[src/sv/mlpq_pkg.sv]
// Shared types and constants for the multilevel priority queue.
package mlpq_pkg;

  localparam int NUM_W  = 16;
  localparam int PRIO_W = 4;

  localparam logic REQ_INSERT = 1'b0;
  localparam logic REQ_SERVE  = 1'b1;

  typedef enum logic [1:0] {
    ST_INSERTED = 2'd0,
    ST_SERVED   = 2'd1,
    ST_EMPTY    = 2'd2,
    ST_FULL     = 2'd3
  } mlpq_status_t;

  // Outcome of one request as decided by the level controller.
  typedef struct packed {
    mlpq_status_t             status;
    logic [PRIO_W-1:0]        level;
  } mlpq_res_t;

endpackage

[src/sv/mlpq_ram.sv]
// Generic single-port-write, single-port-read RAM with registered read data.
module mlpq_ram #(
  parameter int WIDTH = 16,
  parameter int DEPTH = 160
) (
  input  logic                     clk,
  input  logic                     we,
  input  logic [$clog2(DEPTH)-1:0] waddr,
  input  logic [WIDTH-1:0]         wdata,
  input  logic                     re,
  input  logic [$clog2(DEPTH)-1:0] raddr,
  output logic [WIDTH-1:0]         rdata
);

  logic [WIDTH-1:0] mem [DEPTH];

  always_ff @(posedge clk) begin
    if (we) begin
      mem[waddr] <= wdata;
    end
    if (re) begin
      rdata <= mem[raddr];
    end
  end

endmodule

[src/sv/mlpq_ctrl.sv]
// Per-level head pointers and fill counts, top-level encoder and store addressing.
module mlpq_ctrl
  import mlpq_pkg::*;
#(
  parameter int LEVELS      = 10,
  parameter int LEVEL_DEPTH = 16,
  parameter int ADDR_W      = $clog2(LEVELS * LEVEL_DEPTH)
) (
  input  logic              clk,
  input  logic              rst,
  input  logic              accept,
  input  logic              req_type,
  input  logic [PRIO_W-1:0] req_priority,
  output mlpq_res_t         res,
  output logic              ram_we,
  output logic [ADDR_W-1:0] ram_waddr,
  output logic              ram_re,
  output logic [ADDR_W-1:0] ram_raddr
);

  localparam int LVL_W = $clog2(LEVELS);
  localparam int PTR_W = $clog2(LEVEL_DEPTH);
  localparam int CNT_W = $clog2(LEVEL_DEPTH + 1);

  logic [PTR_W-1:0] head  [LEVELS];
  logic [CNT_W-1:0] count [LEVELS];

  logic             lvl_ok;
  logic [LVL_W-1:0] ins_idx;
  logic             lvl_full;
  logic             found;
  logic [LVL_W-1:0] top;
  logic [PTR_W:0]   slot_sum;
  logic [PTR_W-1:0] ins_slot;
  logic [PTR_W-1:0] head_inc;
  logic             do_insert;
  logic             do_serve;

  assign lvl_ok   = {1'b0, req_priority} < (PRIO_W + 1)'(LEVELS);
  assign ins_idx  = lvl_ok ? req_priority[LVL_W-1:0] : '0;
  assign lvl_full = count[ins_idx] == CNT_W'(LEVEL_DEPTH);

  // Highest non-empty level wins.
  always_comb begin
    found = 1'b0;
    top   = '0;
    for (int i = 0; i < LEVELS; i++) begin
      if (count[i] != '0) begin
        found = 1'b1;
        top   = LVL_W'(i);
      end
    end
  end

  // Tail slot: head plus count, wrapped once (count is below the depth here).
  assign slot_sum = {1'b0, head[ins_idx]} + (PTR_W + 1)'(count[ins_idx][PTR_W-1:0]);
  assign ins_slot = (slot_sum >= (PTR_W + 1)'(LEVEL_DEPTH))
                  ? PTR_W'(slot_sum - (PTR_W + 1)'(LEVEL_DEPTH))
                  : slot_sum[PTR_W-1:0];
  assign head_inc = (head[top] == PTR_W'(LEVEL_DEPTH - 1)) ? '0 : head[top] + 1'b1;

  assign do_insert = accept && (req_type == REQ_INSERT) && lvl_ok && !lvl_full;
  assign do_serve  = accept && (req_type == REQ_SERVE) && found;

  assign ram_we    = do_insert;
  assign ram_waddr = ADDR_W'(ADDR_W'(ins_idx) * ADDR_W'(LEVEL_DEPTH)) + ADDR_W'(ins_slot);
  assign ram_re    = do_serve;
  assign ram_raddr = ADDR_W'(ADDR_W'(top) * ADDR_W'(LEVEL_DEPTH)) + ADDR_W'(head[top]);

  always_comb begin
    res.level = '0;
    if (req_type == REQ_INSERT) begin
      res.status = (lvl_ok && !lvl_full) ? ST_INSERTED : ST_FULL;
    end else if (found) begin
      res.status = ST_SERVED;
      res.level  = PRIO_W'(top);
    end else begin
      res.status = ST_EMPTY;
    end
  end

  always_ff @(posedge clk) begin
    if (rst) begin
      for (int i = 0; i < LEVELS; i++) begin
        head[i]  <= '0;
        count[i] <= '0;
      end
    end else begin
      if (do_insert) begin
        count[ins_idx] <= count[ins_idx] + 1'b1;
      end
      if (do_serve) begin
        head[top]  <= head_inc;
        count[top] <= count[top] - 1'b1;
      end
    end
  end

endmodule

[src/sv/multilevel_priority_queue_unit.sv]
// Multilevel FIFO priority queue: one bounded FIFO per level, highest level served first.
// The queue takes one request per clock cycle while in_ready is high and returns one
// result per request, through the pending stage with the entry store's registered read
// and then the output register. Head pointers and fill counts of all levels sit in
// flip-flops and are cleared by reset, so the queue is ready as soon as reset is released;
// the entry store is a single RAM of LEVELS*LEVEL_DEPTH words that is written by
// an insert and read by a serve, one access per request. A serve returns the oldest entry
// of the highest non-empty level; a serve on an empty queue reports empty, an insert into
// a full level or a level at or above LEVELS reports full and drops the request.
module multilevel_priority_queue_unit
  import mlpq_pkg::*;
#(
  parameter int LEVELS      = 10,
  parameter int LEVEL_DEPTH = 16,
  parameter int ID_BITS     = 16
) (
  input  logic              clk,
  input  logic              rst,
  input  logic              in_valid,
  output logic              in_ready,
  input  logic              req_type,
  input  logic [NUM_W-1:0]  req_number,
  input  logic [PRIO_W-1:0] req_priority,
  output logic              out_valid,
  input  logic              out_ready,
  output logic [1:0]        status,
  output logic [NUM_W-1:0]  served_number,
  output logic [PRIO_W-1:0] served_priority
);

  localparam int STORE_W = (ID_BITS < NUM_W) ? ID_BITS : NUM_W;
  localparam int DEPTH   = LEVELS * LEVEL_DEPTH;
  localparam int ADDR_W  = $clog2(DEPTH);

  logic              accept;
  logic              move;
  logic              pend_valid;
  mlpq_res_t         pend_res;
  mlpq_res_t         res;
  logic              ram_we;
  logic [ADDR_W-1:0] ram_waddr;
  logic              ram_re;
  logic [ADDR_W-1:0] ram_raddr;
  logic [STORE_W-1:0] ram_rdata;

  assign move     = pend_valid && (!out_valid || out_ready);
  assign in_ready = !pend_valid || move;
  assign accept   = in_valid && in_ready;

  mlpq_ctrl #(
    .LEVELS      (LEVELS),
    .LEVEL_DEPTH (LEVEL_DEPTH),
    .ADDR_W      (ADDR_W)
  ) u_ctrl (
    .clk          (clk),
    .rst          (rst),
    .accept       (accept),
    .req_type     (req_type),
    .req_priority (req_priority),
    .res          (res),
    .ram_we       (ram_we),
    .ram_waddr    (ram_waddr),
    .ram_re       (ram_re),
    .ram_raddr    (ram_raddr)
  );

  mlpq_ram #(
    .WIDTH (STORE_W),
    .DEPTH (DEPTH)
  ) u_store (
    .clk   (clk),
    .we    (ram_we),
    .waddr (ram_waddr),
    .wdata (req_number[STORE_W-1:0]),
    .re    (ram_re),
    .raddr (ram_raddr),
    .rdata (ram_rdata)
  );

  // Pending stage waits for the store read; read data holds while it stalls.
  always_ff @(posedge clk) begin
    if (rst) begin
      pend_valid <= 1'b0;
    end else if (accept) begin
      pend_valid <= 1'b1;
    end else if (move) begin
      pend_valid <= 1'b0;
    end
  end

  always_ff @(posedge clk) begin
    if (accept) begin
      pend_res <= res;
    end
  end

  always_ff @(posedge clk) begin
    if (rst) begin
      out_valid <= 1'b0;
    end else if (move) begin
      out_valid <= 1'b1;
    end else if (out_ready) begin
      out_valid <= 1'b0;
    end
  end

  always_ff @(posedge clk) begin
    if (move) begin
      status          <= pend_res.status;
      served_priority <= pend_res.level;
      served_number   <= (pend_res.status == ST_SERVED) ? NUM_W'(ram_rdata) : '0;
    end
  end

`ifndef NO_ASSERTIONS
  a_serve_outcome: assert property (@(posedge clk) disable iff (rst)
    accept && req_type == REQ_SERVE |=>
      pend_res.status == ST_SERVED || pend_res.status == ST_EMPTY)
    else $error("serve request decided as insert outcome");

  a_served_level: assert property (@(posedge clk) disable iff (rst)
    out_valid && status == ST_SERVED |-> {1'b0, served_priority} < (PRIO_W + 1)'(LEVELS))
    else $error("served level out of range");

  a_zero_fields: assert property (@(posedge clk) disable iff (rst)
    out_valid && status != ST_SERVED |-> served_number == '0 && served_priority == '0)
    else $error("non-serve result carries data");

  a_ram_single: assert property (@(posedge clk) disable iff (rst)
    !(ram_we && ram_re))
    else $error("store written and read by one request");
`endif

endmodule
[config.mk]
export PLATFORM = sky130hd
export DESIGN_NAME = multilevel_priority_queue_unit
export DESIGN_NICKNAME = d
export VERILOG_FILES = /design/src/sv/mlpq_pkg.sv /design/src/sv/mlpq_ram.sv /design/src/sv/mlpq_ctrl.sv /design/src/sv/multilevel_priority_queue_unit.sv
export SDC_FILE = /design/constraint.sdc
export NUM_CORES = 2
export LEC_CHECK = 0
export ABC_AREA = 1
export BUFFER_PORTS_ARGS = -buffer_cell sky130_fd_sc_hd__clkbuf_2
export CORE_MARGIN = 2
export CORE_UTILIZATION = 25
export CTS_CLUSTER_SIZE = 20
export DETAILED_ROUTE_END_ITERATION = 6
export PLACE_DENSITY_LB_ADDON = 0.3
export SETUP_SLACK_MARGIN = 0.5
export SLEW_MARGIN = 20
export SYNTH_ARGS = -nofsm -noshare
export SYNTH_HDL_FRONTEND = slang
export SYNTH_SLANG_ARGS = --single-unit
[constraint.sdc]
create_clock -name clk -period 4.1 [get_ports clk]
set_input_delay 0.205 -clock clk [delete_from_list [all_inputs] [get_ports clk]]
set_output_delay 0.205 -clock clk [all_outputs]
set_load 0.005 [all_outputs]
# Word level (Yosys, flattened, before mapping)
# Memory sizes are Yosys's and may differ from the RTL's. A register that Yosys moved wholly into a read port is not among the register bits.
# Cells that the tools add are included.
dict set report classes {
  n_reduce_logical 29
  n_addsub 7
  mux 47
  bitwise 1
  n_eq_ne 3
  magnitude_cmp 2
}
# cell count
set op_table {}
lappend op_table {{$reduce_bool A5 Y1} 10}
lappend op_table {{$mux W4} 9}
lappend op_table {{$mux W1} 27}
lappend op_table {{$add A8 B4 Y8} 2}
lappend op_table {{$mux W3} 4}
lappend op_table {{$mux W2} 5}
lappend op_table {{$mux W5} 2}
lappend op_table {{$reduce_or A5 Y1} 2}
lappend op_table {{$logic_and A1 B1 Y1} 8}
lappend op_table {{$add A4 B4 Y5} 1}
lappend op_table {{$add A5 B1 Y5 const B} 1}
lappend op_table {{$eq A5 B5 Y1 const B} 1}
lappend op_table {{$ge A5 B5 Y1 const B} 1}
lappend op_table {{$sub A5 B1 Y5 const B} 1}
lappend op_table {{$add A4 B1 Y4 const B} 1}
lappend op_table {{$eq A4 B4 Y1 const B} 1}
lappend op_table {{$lt A4 B4 Y1 const B} 1}
lappend op_table {{$reduce_bool A2 Y1} 2}
lappend op_table {{$reduce_or A4 Y1} 1}
lappend op_table {{$sub A4 B1 Y4 const B} 1}
lappend op_table {{$logic_not A1 Y1} 3}
lappend op_table {{$eq A2 B1 Y1 const B} 1}
lappend op_table {{$logic_or A1 B1 Y1} 2}
lappend op_table {{$reduce_and A2 Y1} 1}
lappend op_table {{$not A1 Y1} 1}
dict set report totals {
  out_inout_bits 24
  register_bits 30
  mem_bits_rw 2650
  mem_count 3
  wordCells 99
  in_bits 25
}
# name depth word_bits rd rd_ports_with_merged_regs wr line_no
set memory_table {}
lappend memory_table {u_store.mem 160 16 1 1 1 mlpq_ram.sv:15} ;# logic [WIDTH-1:0] mem [DEPTH];
lappend memory_table {u_ctrl.count 10 5 12 0 10 mlpq_ctrl.sv:26} ;# logic [CNT_W-1:0] count [LEVELS];
lappend memory_table {u_ctrl.head 10 4 2 0 10 mlpq_ctrl.sv:25} ;# logic [PTR_W-1:0] head [LEVELS];

# Logic depth before layout (Yosys ltp)
# An unclocked memory read counts as a cell.
dict set report logic_depth {
  depth_word 18
  mapped_depth 30
  depth_no_buf 27
}

# By module
# Synthesis repeated with hierarchy kept, for this count alone.
dict set report hier_totals {
  cells_unflattened 9262
  hier_area_um2 111294.2
}
# mod seq_area_each_um2 area_per_inst_um2 cells_per_inst n_inst
set modules_own_cells {}
lappend modules_own_cells {mlpq_ram 77354.2 103464.2 8385 1}
lappend modules_own_cells {mlpq_ctrl 3183.1 6730.2 802 1}
lappend modules_own_cells {multilevel_priority_queue_unit 880.8 1099.8 75 1}

# Worst setup path after synthesis
# No wires, ideal clock.
dict set report synth_timing {
  path_type {input-to-reg}
  from {input req_priority[1]}
  to {memory u_store.mem[0][0] (enable)}
  stages 20
  setup_slack_ns -0.044
  t_arrival_ns 3.755
  setup_time_ns 0.388
  path_buffers 2
  required_ns 3.712
  path_cell_list {inv_1 -> a21oi_2 -> nor2_1 -> inv_1 -> nor2_2 -> inv_2 -> buf_2 -> buf_1 -> nor2_1 -> o21ai_0 -> nand2_1 -> nor3_1 -> ha_1 -> inv_1 -> fa_1 -> xor2_1 -> inv_1 -> nor2_1 -> nand2_1 -> nor2_1}
}
dict set report synth_via {
  elab_chain_len 8
  word_cells_on_any_way 15
  cone_classes {add/sub: 3; order compare: 2; eq/ne: 1; mux: 4; reduce/logical: 3; memory: 2}
}
# element line_no
set synth_rtl {}
lappend synth_rtl {{start, declared} multilevel_priority_queue_unit.sv:23} ;# input logic [PRIO_W-1:0] req_priority,
lappend synth_rtl {{parallel branches: the longest is 8 deep, another holds $add A8 B4 Y8} --}
lappend synth_rtl {{end, declared} mlpq_ram.sv:15}
# Several ways; the timed one is not identified.

==> results by group <==
Clocking
  • CTS buffer count: 296
  • Clk sinks: around 2700
  • H-tree depth: 5
  • Worst-skew pair later-pin latency: 0.93 ns
  • CTS Buffer Depth: 4
  • Root buffer cell: clkbuf_16
  • Clock transition at path regs: roughly 0.06 ns
  • CTS tree: built

Setup path
  • Critical Path Fanout Max: 11
  • Reg2reg end: u_store.rdata[0]
  • CP max stage cell: edfxtp_1
  • Worst setup SP type: flop
  • Critical path's top delay family: simple AND/OR/NAND/NOR gates
  • R2R Setup Slk: between 0.1 and 0.15 ns
  • WS Path Type: flop to flop
  • Largest stage delay on the critical path: around 0.37 ns
  • Crit path DAT: between 4 and 5 ns
  • Critical Path RT: 4.75 ns
  • FF-to-FF path depth: 29
  • Critical R2R Launch: u_ctrl.count[4][1]
  • WP buf/inv: 6
  • CP endpoint kind: flop
  • Most used cell, CP: nand2_4

Floorplan
  • Die H: approximately 670 um
  • I/O pin cnt: between 40 and 50
  • Die X: 673 um
  • Die area: 453000 um2
  • # rows: ~250
  • Core Area: between 400000 and 500000 um2
  • Initial core utilization: around a quarter

Layout
  • Finished Layout Cells: approximately 16000
  • Commonest non-fill, non-tap cell in the layout: edfxtp_1
  • Finished Cell Area: about 150000 um2
  • Layout cell share with drive strength beyond 1: approximately 23%
  • Layout fillers: 44000
  • Most frequent cells in the layout: 2712 x edfxtp_1, 2062 x nand2_1, 1680 x nand3_1
  • Total Nets Final: 10300
  • Area growth from synthesis to final layout: 30.7%
  • Area of the multi-input gates: 30800 um2
  • Register Area: about 81000 um2

Min path
  • Worst min path class: input port to flop
  • Worst Hold Path EP: pend_res[5]
  • Hold path start: req_priority[2]
  • Hold Path Stages: 9

STA
  • Final worst slack: ~0.13 ns
  • Setup TNS: 0 ns
  • RSZ-0062 raised after global routing: true
  • Setup Skew: between 0.06 and 0.07 ns
  • Final number of setup-violating endpoints: 0
  • FMAX: about 0.25 GHz
  • Slew HR: between 20 and 25%
  • Worst Tran Pin Value: ~1.2 ns
  • Final Hold Fails: 0
  • Tcrit/Tclk final: a little over nine tenths
  • Pins Over Slew Limit: 0
  • Final Critical Period: a little under 4 ns

Global routing
  • Initial antenna violation count: 9
  • First-pass GRT wire length: around 550 mm
  • Total GRT Usage: about 16%
  • Vias in the first global route: 74800
  • Largest net degree at the start of global routing: 103
  • GRT Residual Overflow: 0

Synthesis
  • Most used DFF post-synth: edfxtp_1
  • Ys Warns: 0
  • Synth cell types: 58
  • Sequential area share after synthesis: between 70% and 80%
  • Syn_area_per_cell: 12.1 um2
  • Post-Synthesis Cell Area: roughly 110000 um2
  • Xor/xnor share of the synthesized area: less than 1%
  • Synth Area in Compound Gates: 3.22%
  • Synthesized flop and latch total: roughly 2700
  • Post-synth EDFFs: ~2700
  • Synth Area in Adders: less than 1%
  • Synth Instances: 9294
  • Simple-gate share of the synthesized area: 20.1%
  • Combinational family with the most area after synthesis: simple AND/OR/NAND/NOR gates
  • Post-synth ARST share: 0%
  • Mux cell area share after synthesis: 0%

Run status
  • Outcome: finished, final reports clean

Detailed routing
  • Antenna Violating Nets Remaining: 0
  • Drt pass-1 iters: 6
  • Drt first-iter violations: ~8400
  • Routed vias/inst: between 4 and 5
  • Vias: just under 80000
  • Residual DRC: 0
  • Total wire length: between 300 and 400 mm
  • Drt wl/cell: around 24 um

Power and ir drop
  • P_leak: 51.5 nW
  • P per Cell Area: just over 500 nW/um2
  • Pwr Total: approximately 0.074 W
  • Peak VDD IR: around 0.31 mV

Placement
  • Global placement routability congestion: around 0.88
  • Buffers on Ports: 48
  • Placed Cells: approximately 16000
  • Placement Cell Area: 128000 um2
  • Post-Place Setup Slack: -0.688 ns
  • Placed wire-length estimate: 236 mm

Run
  • Max Cap Viol: 0
[state kept, by name, summed over array words and instances (netlist names)]
name	flops
u_store.mem	2560
u_ctrl.count	60
u_ctrl.head	48
served_number	16
u_store.rdata	16
pend_res	6
served_priority	4
status	2
out_valid	1
pend_valid	1
[layout make-up]
class                           count  share of cell area [%]
Timing Repair Buffer             1262                    11.2
Inverter                          248                   0.697
Timing Repair inverter              3                  0.0222
Multi-Input combinational cell   5700                    21.0
Tap cell                         5928                    5.07
Clock inverter                    143                   0.931
Sequential cell                  2714                    55.7
Antenna cell                        6                  0.0103
Clock buffer                      378                    5.36
[Yosys cell counts, types with 7 or more instances]
cell type / instances / area [um2]
a21oi_1: 80 / 400
a22oi_1: 11 / 82.6
buf_1: 32 / 120
buf_2: 303 / 1520
buf_4: 105 / 788
buf_6: 17 / 191
clkbuf_1: 193 / 724
edfxtp_1: 2712 / 81400
ha_1: 7 / 87.6
inv_1: 231 / 867
inv_2: 13 / 48.8
nand2_1: 2140 / 8030
nand2_2: 10 / 62.6
nand3_1: 2157 / 10800
nand4_1: 265 / 1660
nor2_1: 450 / 1690
nor2_2: 8 / 50.1
nor3_1: 8 / 40.0
o211ai_1: 68 / 510
o21a_1: 30 / 225
o21ai_0: 277 / 1390
o21ai_1: 42 / 210
o21bai_1: 46 / 345
o221ai_1: 10 / 87.6
o22ai_1: 19 / 119
o31ai_1: 11 / 82.6
[per-stage QoR]
stage,hold slack (ns),util [%]
after CTS,0.117,31.8
after floorplan,0.274,-
after global routing,0.199,32.8
after global placement,0.405,28.8
after detailed placement,0.406,28.8
final,0.182,32.8
[worst register-to-register path: cells and delay by family, from the launching register on]
kind          cells  cell delay [ns]
simple gates     23             2.28
buf+inv           6             1.07
flops             1             0.37
[worst max-delay path by stage]
| stage | startpoint | end | slack, ns | cells after the start |
|---|---|---|---|---|
| floorplan | req_priority[1] | u_store.mem[136][0] | 0.11 | 20 |
| global placement | req_priority[1] | u_store.mem[156][15] | -0.86 | 22 |
| detailed placement | req_priority[1] | u_store.mem[156][15] | -0.69 | 22 |
| CTS | u_ctrl.count[4][0] | u_store.rdata[5] | 0.17 | 27 |
| global route | u_ctrl.count[5][1] | u_store.rdata[7] | 0.01 | 28 |
| finish | u_ctrl.count[4][1] | u_store.rdata[0] | 0.13 | 29 |
[cell families (layout without fill, tap and decap cells)]
family,count (synthesis),count (layout)
adders and majority gates,8,8
xor gates and xnor gates,8,8
AOI/OAI and AO/OA,611,611
buffers and inverters,898,2034
other,1,24
and+or+nand+nor,5054,5055
DFF,2714,2714
[what timing repair did]
item,in CTS,in global routing
hold endpoints to repair,1038,0
gates cloned,24,49
pin swaps,108,203
resized for setup,511,606
buffers inserted,62,86
hold buffers,22,0
endpoints found under the setup margin,2699,2758
[metal layers]
layer / wire length, um / vias to the layer above / global-route usage, %
met2: 191000 / 2816 / 27.2
met3: 23700 / 587 / 1.88
li1: - / 35600 / -
met5: 14 / - / 0
met1: 167000 / 39900 / 22.2
met4: 13800 / 2 / 5.26
[power breakdown]
part,total (W),internal [W],switching (W)
Clock,0.0259,0.0146,0.0113
Sequential,0.0309,0.0307,0.000123
Combinational,0.0171,0.00635,0.0107
Power figures use the tool's default switching activity.
